### config.mk
export PLATFORM = sky130hd
export DESIGN_NAME = rei_queue
export DESIGN_NICKNAME = d
export VERILOG_FILES = /design/src/hdl/rei_pkg.sv /design/src/hdl/rei_queue.sv
export SDC_FILE = /design/constraint.sdc
export NUM_CORES = 1
export LEC_CHECK = 0
export ABC_AREA = 1
export BUFFER_PORTS_ARGS = -buffer_cell sky130_fd_sc_hd__buf_2
export CAP_MARGIN = 30
export CORE_MARGIN = 4
export CORE_UTILIZATION = 35
export CTS_CLUSTER_SIZE = 12
export DETAILED_ROUTE_END_ITERATION = 8
export GPL_TIMING_DRIVEN = 0
export SLEW_MARGIN = 30
export SYNTH_ARGS = -nofsm -noshare
export SYNTH_HDL_FRONTEND = slang
export SYNTH_SLANG_ARGS = --single-unit
### constraint.sdc
create_clock -name clk -period 12.8 [get_ports clk]
set_input_delay 0.64 -clock clk [delete_from_list [all_inputs] [get_ports clk]]
set_output_delay 0.64 -clock clk [all_outputs]
set_load 0.01 [all_outputs]
### src/hdl/rei_pkg.sv
// ----------------------------------------------------------------------------
// rei_pkg
// Shared widths, types, register codes and saturation helpers of the
// ray / ellipsoid intersection core.
// ----------------------------------------------------------------------------
package rei_pkg;

	localparam int CW     = 32;
	localparam int FB     = 16;
	localparam int KW     = CW - 1;
	localparam int PW     = CW + 1;
	localparam int MW     = 2 * PW;
	localparam int SPLIT  = CW;
	localparam int HW     = MW - SPLIT;
	localparam int TW     = MW + KW + 1;
	localparam int SW     = TW + 2;
	localparam int AW     = 64;
	localparam int HALF   = AW / 2;
	localparam int DW     = 2 * AW;
	localparam int RTW    = AW;
	localparam int RMW    = RTW + 4;
	localparam int VW     = AW + 3;
	localparam int NW     = VW - 1 + FB;
	localparam int CMPW   = (NW > AW ? NW : AW) + 1;
	localparam int PRW    = CW + KW + 1;
	localparam int NMW    = PW + KW + 1;
	localparam int CLW    = 2 * CW + 2;
	localparam int CFG_IW = 3;
	localparam int Q_DEPTH = 4;
	localparam int QAW    = $clog2(Q_DEPTH);

	localparam int     EPS_Q    = ((1 << FB) + 500) / 1000;
	localparam longint DISC_MIN = ((longint'(EPS_Q) << FB) + 3) >> 2;

	typedef logic signed [CW-1:0] coord_t;
	typedef logic [KW-1:0]        kinv_t;
	typedef logic [KW-1:0]        dist_t;
	typedef logic signed [AW-1:0] coef_t;
	typedef logic [DW-1:0]        disc_t;

	localparam coef_t  COEF_MAX  = {1'b0, {(AW-1){1'b1}}};
	localparam coef_t  COEF_MIN  = {1'b1, {(AW-1){1'b0}}};
	localparam coord_t COORD_MAX = {1'b0, {(CW-1){1'b1}}};
	localparam coord_t COORD_MIN = {1'b1, {(CW-1){1'b0}}};
	localparam dist_t  DIST_MAX  = '1;
	localparam logic signed [SW-1:0] Q3_ONE   = {{(SW-1){1'b0}}, 1'b1} << (3 * FB);
	localparam logic signed [DW:0]   DISC_LIM = (DW+1)'(DISC_MIN);

	typedef enum logic [CFG_IW-1:0] {
		REG_CENTER_X = 3'd0,
		REG_CENTER_Y = 3'd1,
		REG_CENTER_Z = 3'd2,
		REG_INV_X_SQ = 3'd3,
		REG_INV_Y_SQ = 3'd4,
		REG_INV_Z_SQ = 3'd5
	} cfg_reg_t;

	typedef struct packed {
		coord_t [2:0] o;
		coord_t [2:0] d;
	} ray_t;

	typedef struct packed {
		coord_t [2:0] ce;
		kinv_t  [2:0] k;
	} geom_t;

	typedef struct packed {
		logic  miss;
		coef_t a;
		coef_t h;
		disc_t disc;
		ray_t  ray;
	} job_t;

	typedef struct packed {
		logic  miss;
		coef_t a;
		coef_t h;
		ray_t  ray;
	} side_t;

	function automatic coef_t sat_coef(input logic signed [SW-1:0] x);
		logic signed [SW-1:0] y;
		y = x >>> (2 * FB);
		if (&y[SW-1:AW-1] || !(|y[SW-1:AW-1]))
			return coef_t'(y[AW-1:0]);
		return y[SW-1] ? COEF_MIN : COEF_MAX;
	endfunction

	function automatic coord_t clamp_coord(input logic signed [CLW-1:0] v);
		if (&v[CLW-1:CW-1] || !(|v[CLW-1:CW-1]))
			return coord_t'(v[CW-1:0]);
		return v[CLW-1] ? COORD_MIN : COORD_MAX;
	endfunction

endpackage

### src/hdl/rei_queue.sv
// ----------------------------------------------------------------------------
// rei_queue
// Short job queue between the coefficient front and the root back.
// ----------------------------------------------------------------------------
module rei_queue (
	input  logic          clk,
	input  logic          arst_n,
	input  logic          push,
	input  rei_pkg::job_t wr_job,
	output logic          full,
	output logic          valid,
	output rei_pkg::job_t rd_job,
	input  logic          pop
);
	import rei_pkg::*;

	job_t           mem_q [Q_DEPTH];
	logic [QAW-1:0] wr_ptr_q, rd_ptr_q;
	logic [QAW:0]   cnt_q;

	assign full   = cnt_q == (QAW+1)'(Q_DEPTH);
	assign valid  = cnt_q != '0;
	assign rd_job = mem_q[rd_ptr_q];

	always_ff @(posedge clk) begin
		if (push)
			mem_q[wr_ptr_q] <= wr_job;
	end

	always_ff @(posedge clk or negedge arst_n) begin
		if (!arst_n) begin
			wr_ptr_q <= '0;
			rd_ptr_q <= '0;
			cnt_q    <= '0;
		end else begin
			if (push)
				wr_ptr_q <= wr_ptr_q + 1'b1;
			if (pop)
				rd_ptr_q <= rd_ptr_q + 1'b1;
			if (push && !pop)
				cnt_q <= cnt_q + 1'b1;
			else if (pop && !push)
				cnt_q <= cnt_q - 1'b1;
		end
	end

endmodule

==> results of run 1 <==
critical path: cells and delay by family (launching register included):
kind	cells	cell delay, ps
compound gates	1	140
simple gates	1	350
buf+inv	5	1800
flops	1	360
layer usage:
metal / global-route usage / up-vias
met5: 0 / -
met4: 0.07089 / 20
met3: 0.06140 / 309
met2: 0.3267 / 1699
met1: 0.2489 / 22930
li1: - / 21740
cell families after synthesis:
| kind of cell | Yosys count |
|---|---|
| adder cells (fa/ha/maj) | 6 |
| AND/OR/NAND/NOR | 1365 |
| buffers and inverters | 1210 |
| AO/OA/AOI/OAI | 899 |
| flip-flops | 1803 |
| XOR/XNOR | 4 |
cell type report:
class                      count  area (µm²)
fill                       18090      112200
sequential                  1803       54110
multi-input combinational   2274       11990
timing repair buffer        1380        9749
clock buffer                 246        4986
inverter                     910        3446
tap                         2672        3343
buffer                       300        2200
clock inverter                77       755.7
antenna                       53       132.6
what timing repair did:
item	4_1_cts	5_1_grt
endpoints found under the hold margin	1805	0
hold buffers	451	0
buffers inserted	0	0
metrics by stage:
step,std cells,power (mW)
2_1_floorplan,5287,12.92
3_3_place_gp,8862,17.28
3_5_place_dp,8888,16.46
4_1_cts,9662,21.79
5_1_grt,9693,22.66
6_report,9715,21.49
placed cells by master (no fill, tap or decap), types with 4 or more instances in the layout:
master and instances:
clkinv_2 16, clkbuf_1 78, buf_16 26, dlygate4sd3_1 451
o211ai_1 898, ha_1 5, buf_6 115, edfxtp_1 1796
buf_2 1059, inv_1 905, dfrtp_1 7, clkinvlp_4 6
nand2_1 1361, clkinv_16 5, diode_2 53, inv_8 4
bufinv_16 7, inv_6 6, clkbuf_16 191, clkinv_1 31
power groups by stage:
stage	registers, mW	clock network (mW)	logic, mW
3_5_place_dp	8.04	0	8.42
3_3_place_gp	9.07	0	8.22
4_1_cts	7.92	5.28	8.58
6_report	7.92	5.16	8.41
5_1_grt	7.99	5.53	9.14
2_1_floorplan	8.53	0	4.39
worst max-delay path by stage:
stage / cells after the start / endpoint / start
floorplan: 3 / mem_q[1][0]$_DFFE_PP_ / push
CTS: 7 / rd_job[124] / rd_ptr_q[1]$_DFFE_PN0P_
detailed placement: 7 / rd_job[124] / rd_ptr_q[1]$_DFFE_PN0P_
global route: 7 / rd_job[124] / rd_ptr_q[1]$_DFFE_PN0P_
global placement: 4 / mem_q[3][247]$_DFFE_PP_ / push
finish: 7 / rd_job[124] / rd_ptr_q[1]$_DFFE_PN0P_
sequential cells by signal (all words and copies together), names as in the netlist:
register and cells:
mem_q 1796, wr_ptr_q 2, rd_ptr_q 2, cnt_q 3
==> metrics.yaml, run 1 <==
status:
  outcome: "complete, no violations"
finish:
  area_growth_pct: 26.50
  fin_nets: 7317
  fin_util: 0.4470
  drive_above_1_share: 0.2072
  design_area_mm2: 0.09071
clock_network:
  worstSkewPairLatency_ps: 860
  cts_sinks: 1803
  cts-root-buf: "clkbuf_16"
  ctsHtreeMaxLevel: 4
  cts_tree: "done"
  numCtsBuffers: 189
  clockBufferDepth: 3
  cts_resized: 0
  path_clk_slew_ps: 60
run:
  max-cap-violations: 0
critical_path:
  cp-end-kind: "output pin"
  required_ps: 12160
  rr_worst_depth: 7
  max_stage_delay_ps: 540
  reg2reg_to: "mem_q[3][265]$_DFFE_PP_"
  crit_arrival_ps: 3550
  cp_common_cell: "buf_2"
  cp-start-kind: "flip-flop"
  crit_path_cell_trace: "buf_4, inv_2, buf_2, buf_2, o211ai_1, nand2_1, buf_2"
  worstReg2RegStart: "wr_ptr_q[0]$_DFFE_PN0P_"
  crit_fanout: 10
  rrSetupSlack_ps: 9750
  path_class: "reg2out"
  critical_path.slowest_cell: "buf_2"
synth:
  synth-seq-area-share: 0.7545
  syn_area_mm2: 0.07171
  ys_async_sr_fraction: 0.003882
  yosysMostFrequentCell: "edfxtp_1"
  synthCells: 5287
  synth_largest_area_cell: "edfxtp_1"
  muxShareOfSynthArea: 0
  synth_enable_flop_cells: 1796
  synth_top_area_frac: 0.7521
  synth-seq-cells: 1803
  yosysWarnings: 0
  ys.flop_type: "edfxtp_1"
  synth_area_per_cell_um2: 13.56
  synth_fp_nets: 5746
  synth-adder-area-share: 0.001152
  yosysUniqueCellTypes: 19
  synth.area.top_cells: "edfxtp_1 (75%), o211ai_1 (9.4%), nand2_1 (7.1%), inv_1 (4.8%), buf_6 (1.8%)"
  synth-compound-area-share: 0.09408
  synthTopCellsByCount: "edfxtp_1 (1796), nand2_1 (1361), inv_1 (909)"
  synth_top_family_by_area: "compound AO/OA/AOI/OAI gates"
  synth_xor_area_frac: 0.0004885
  synthSimpleGateAreaFrac: 0.07152
grt:
  gr-total-overflow: 0
  grt_max_degree: 75
  grt.total_usage: 0.1991
  antenna_found_initial: 53
  grt_pass1_wl_um: 313300
  grt_pass1_vias: 46690
detailed_routing:
  num_vias: 46700
  wirelength_um: 217200
  vias_per_cell: 4.807
  drcViolationCount: 0
  first_pass_iters: 5
  met2_wirelength_um: 103000
  wl_met3_um: 19310
  ant_nets: 0
  top_layer: "met5"
  wl_met1_um: 87250
  drtIter0Drc: 3645
  drt-wirelength-per-cell_um: 22.36
pwr:
  ir_drop_uv: 165.7
  sw_frac_of_total: 0.3851
  intPower_mw: 13.21
  powerDensity_mw_per_mm2: 236.9
  pwr-share-seq: 0.368
  p_switching_mw: 8.277
  p_leak_nw: 36.06
  p_clk_frac: 0.240
  comb_power_share: 0.391
placement:
  dp_hpwl_um: 146000
  place_area_mm2: 0.08032
  port_buffers: 903
  dp_slack_ps: 9147
  globalplace.congestion: 0.8138
sta:
  fin_setup_tns_ps: 0
  rsz0062_at_grt: "no"
  tightest_slew_ps: 891.7
  hold-worst-slack_ps: 177.8
  setup_viol: 0
  final.min_clock_period_ps: 4185
  hold_violations: 0
  clock.fmax_mhz: 238.9
  period_share: 0.3270
  slew_violations: 0
  max_slew_margin: 0.4056
  setup_ws_ps: 8615
  skew_ps: 60.98
min_path:
  min_to: "cnt_q[0]$_DFFE_PN0P_"
  worstHoldPathType: "in2reg"
  hp-start: "push"
  worstHoldPathCells: 3
floorplan:
  start_util: 0.3534
  fp.coreArea_mm2: 0.2029
  die_w_um: 460.6
  die-area_mm2: 0.2122
  rows: 165
  die_h_um: 460.6
  num_io_pins: 904
Note: power is estimated with default switching activity, not from simulation.
==> inputs of run 2 (changes only) <==
ABC_AREA = 0   (was 1)
clock period = 4 ns   (was 12.8 ns; I/O delays follow)
==> run 2 against run 1 <==
Register-to-register slack got worse by 9100 ps. Design area fell by 7.1%. Wire length fell by 26%. Final cell count fell by 32%. Largest cell class unchanged.
==> metrics.yaml, run 2 <==
critical_path:
  path_class: "reg2out"
  max_stage_delay_ps: 710  # +170 ps
  crit_path_cell_trace: "buf_2, clkbuf_1, buf_2, mux4_2, buf_2"
  required_ps: 3800  # -8360 ps
  rr_worst_depth: 10  # +3
  crit_arrival_ps: 3360  # -190 ps
  cp-end-kind: "output pin"
  reg2reg_to: "mem_q[0][106]$_DFFE_PP_"
  rrSetupSlack_ps: 630  # -9120 ps
  cp-startpoint: "rd_ptr_q[1]$_DFFE_PN0P_"
  worstReg2RegStart: "wr_ptr_q[0]$_DFFE_PN0P_"
  worst-path-stages: 5  # -2
  cp_common_cell: "buf_2"
  critPathCapture: "rd_job[244]"
  critical_path.slowest_cell: "clkbuf_1"
  crit_fanout: 10  # unchanged
  cp-start-kind: "flip-flop"
  crit_buf_inv: 4  # -1
  critPathTopFamily: "buffers and inverters"
grt:
  antenna_found_initial: 32  # -40%
  grt_pass1_vias: 33860  # -27%
  grt_max_degree: 39  # -48%
  gr-total-overflow: 0  # unchanged
  grt.total_usage: 0.1649  # -0.03414
  grt_pass1_wl_um: 233000  # -26%
synth:
  syn_area_mm2: 0.06520  # -9.1%
  ys.flop_type: "edfxtp_1"
  synth_area_per_cell_um2: 27.41  # +100%
  synth_enable_flop_cells: 1796  # unchanged
  synth-seq-area-share: 0.8298  # +0.07533
  yosysWarnings: 0  # unchanged
  synthTopCellsByCount: "edfxtp_1 (1796), mux4_2 (449), buf_2 (48)"
  synth_largest_area_cell: "edfxtp_1"
  yosysUniqueCellTypes: 18  # -1
  synth_top_area_frac: 0.8272  # +0.07509
  synthCells: 2379  # -55%
  ys_async_sr_fraction: 0.003882  # unchanged
  synth.area.top_cells: "edfxtp_1 (83%), mux4_2 (16%), buf_6 (0.76%), buf_2 (0.37%), dfrtp_1 (0.27%)"
  synth_fp_nets: 2838  # -51%
  synth-seq-cells: 1803  # unchanged
  yosysMostFrequentCell: "edfxtp_1"
pwr:
  p_switching_mw: 18.57  # +120%
  ir_drop_uv: 446.2  # +170%
  comb_power_share: 0.319  # -0.072
  powerDensity_mw_per_mm2: 719.6  # +200%
  intPower_mw: 42.09  # +220%
  p_clk_frac: 0.265  # +0.025
  p_leak_nw: 28.73  # -20%
  pwr-share-seq: 0.416  # +0.048
  sw_frac_of_total: 0.3061  # -0.07902
sta:
  final.min_clock_period_ps: 3560
  fin_setup_tns_ps: 0  # unchanged
  max_slew_margin: 0.4013  # -0.004227
  clock.fmax_mhz: 280.9
  tightest_slew_ps: 898.0  # +6.341 ps
  setup_viol: 0  # unchanged
  slew_violations: 0  # unchanged
  hold_violations: 0  # unchanged
  hold-worst-slack_ps: 129.1  # -48.76 ps
  rsz0062_at_grt: "no"
  skew_ps: 27.77  # -33.20 ps
  period_share: 0.8901
finish:
  largest_reg_flops: 1796  # unchanged
  final_cell_mix: "edfxtp_1 (1796), buf_2 (951), dlygate4sd3_1 (453)"
  fin_nets: 4438  # -39%
  fillCellCount: 15500  # -14%
  multi_input_area_mm2: 0.01032  # -14%
  seq_area_mm2: 0.05411  # unchanged
  area_growth_pct: 29.29
  final_common_cell: "edfxtp_1"
  top_regs: "mem_q x1796, cnt_q x3"
  design_area_mm2: 0.08430  # -7.1%
  drive_above_1_share: 0.4244  # +0.2172
  regMostFlops: "mem_q"
clock_network:
  cts_tree: "done"
  worstSkewPairLatency_ps: 810  # -50 ps
  cts_resized: 0  # unchanged
  cts-root-buf: "clkbuf_16"
  clockBufferDepth: 3  # unchanged
  path_clk_slew_ps: 60  # about the same
  ctsHtreeMaxLevel: 4  # unchanged
  numCtsBuffers: 188  # -0.53%
  cts_sinks: 1803  # unchanged
  cts_setup_buffers: 0  # unchanged
detailed_routing:
  wirelength_um: 161400  # -26%
  drt-wirelength-per-cell_um: 24.45  # +9.3%
  drtIter0Drc: 1910  # -48%
  first_pass_iters: 5  # unchanged
  vias_per_cell: 4.778  # -0.61%
  drcViolationCount: 0  # unchanged
  num_vias: 31550  # -32%
  ant_nets: 0  # unchanged
placement:
  port_buffers: 903  # unchanged
  globalplace.congestion: 0.7474  # -8.2%
  place_area_mm2: 0.07410  # -7.8%
  dp_hpwl_um: 110800  # -24%
floorplan:
  fp.coreArea_mm2: 0.1852  # -8.7%
  die_h_um: 439.6  # -4.6%
  die-area_mm2: 0.1933  # -8.9%
  die_w_um: 439.6  # -4.6%
  num_io_pins: 904  # unchanged
  start_util: 0.3520  # -0.001373
  rows: 158  # -4.2%
run:
  max-cap-violations: 0  # unchanged
min_path:
  worstHoldPathType: "in2reg"
status:
  outcome: "complete, no violations"
-- run 2: changes by cell type after synthesis, sizes merged, moves of 4 or more --
| cell | change |
|---|---|
| and2 | +4 |
| buf | -182 |
| clkbuf | -18 |
| inv | -906 |
| mux4 | +449 |
| nand2 | -1359 |
| o211ai | -898 |
-- run 2: what timing repair did --
action	in CTS	in global routing
hold buffers	453	0
setup endpoints to repair	0	0
hold endpoints to repair	1857	0
-- run 2: worst register-to-register path, stage by stage, from the launching register on --
cell     delay [ps]
dfrtp_1         420
inv_1           100
ha_1            140
and2_4          380
buf_12          280
buf_12          260
buf_12          300
buf_16          300
buf_12          270
buf_16          270
buf_16          260
-- run 2: layout make-up --
class / instances / share of cell area
antenna: 26 / 0.0007718
tap: 2480 / 0.03681
clock buffer: 230 / 0.05869
buffer: 100 / 0.009098
multi-input combinational: 472 / 0.1225
clock inverter: 79 / 0.007777
inverter: 4 / 0.0001781
sequential: 1803 / 0.6419
timing repair buffer: 1410 / 0.1224
-- run 2: worst min path at each step --
stage	startpoint	end	depth (start not counted)
5_1_grt	wr_job[270]	mem_q[3][270]$_DFFE_PP_	2
4_1_cts	wr_job[393]	mem_q[2][393]$_DFFE_PP_	2
3_3_place_gp	arst_n	wr_ptr_q[0]$_DFFE_PN0P_	1
6_report	wr_job[423]	mem_q[0][423]$_DFFE_PP_	2
3_5_place_dp	arst_n	wr_ptr_q[0]$_DFFE_PN0P_	1
2_1_floorplan	arst_n	cnt_q[0]$_DFFE_PN0P_	0
-- run 2: through the flow --
step	total power [mW]	utilization	std cells	setup slack [ps]
after floorplan	36.70	-	2379	-173.9
after global routing	63.54	0.4550	6599	122.7
final	60.66	0.4551	6604	439.6
after detailed placement	45.24	0.4000	5816	540.5
after CTS	61.89	0.4547	6578	18.35
after global placement	45.27	0.3932	5762	-3042
-- run 2: cell families (layout without fill, tap and decap cells) --
kind of cell | after synthesis | after routing | synth area share
compound gates | 1 | 1 | 0.00007669
xor+xnor | 6 | 6 | 0.0008060
fa+ha+maj | 6 | 6 | 0.001267
buf+inv | 104 | 1823 | 0.01197
flops | 1803 | 1803 | 0.8298
mux | 450 | 450 | 0.1553
other cells | 0 | 26 | 0
simple gates | 9 | 9 | 0.0007676
-- run 2: metal layers --
layer  vias up  track usage  part of all wire
met5         -            0           0.00027
met4         6      0.08382             0.052
met3       327      0.04632             0.070
met2      1013       0.2797              0.51
met1     16550       0.1917              0.36
li1      13650            -                 -
-- run 2: power by group through the flow --
stage                     clock [mW]  combinational (mW)  sequential [mW]
after floorplan                    0                10.8             25.9
after global placement             0                18.8             26.5
after detailed placement           0                19.6             25.7
after CTS                       16.6                20.1             25.3
after global routing            17.4                20.7             25.5
final                           16.1                19.4             25.2
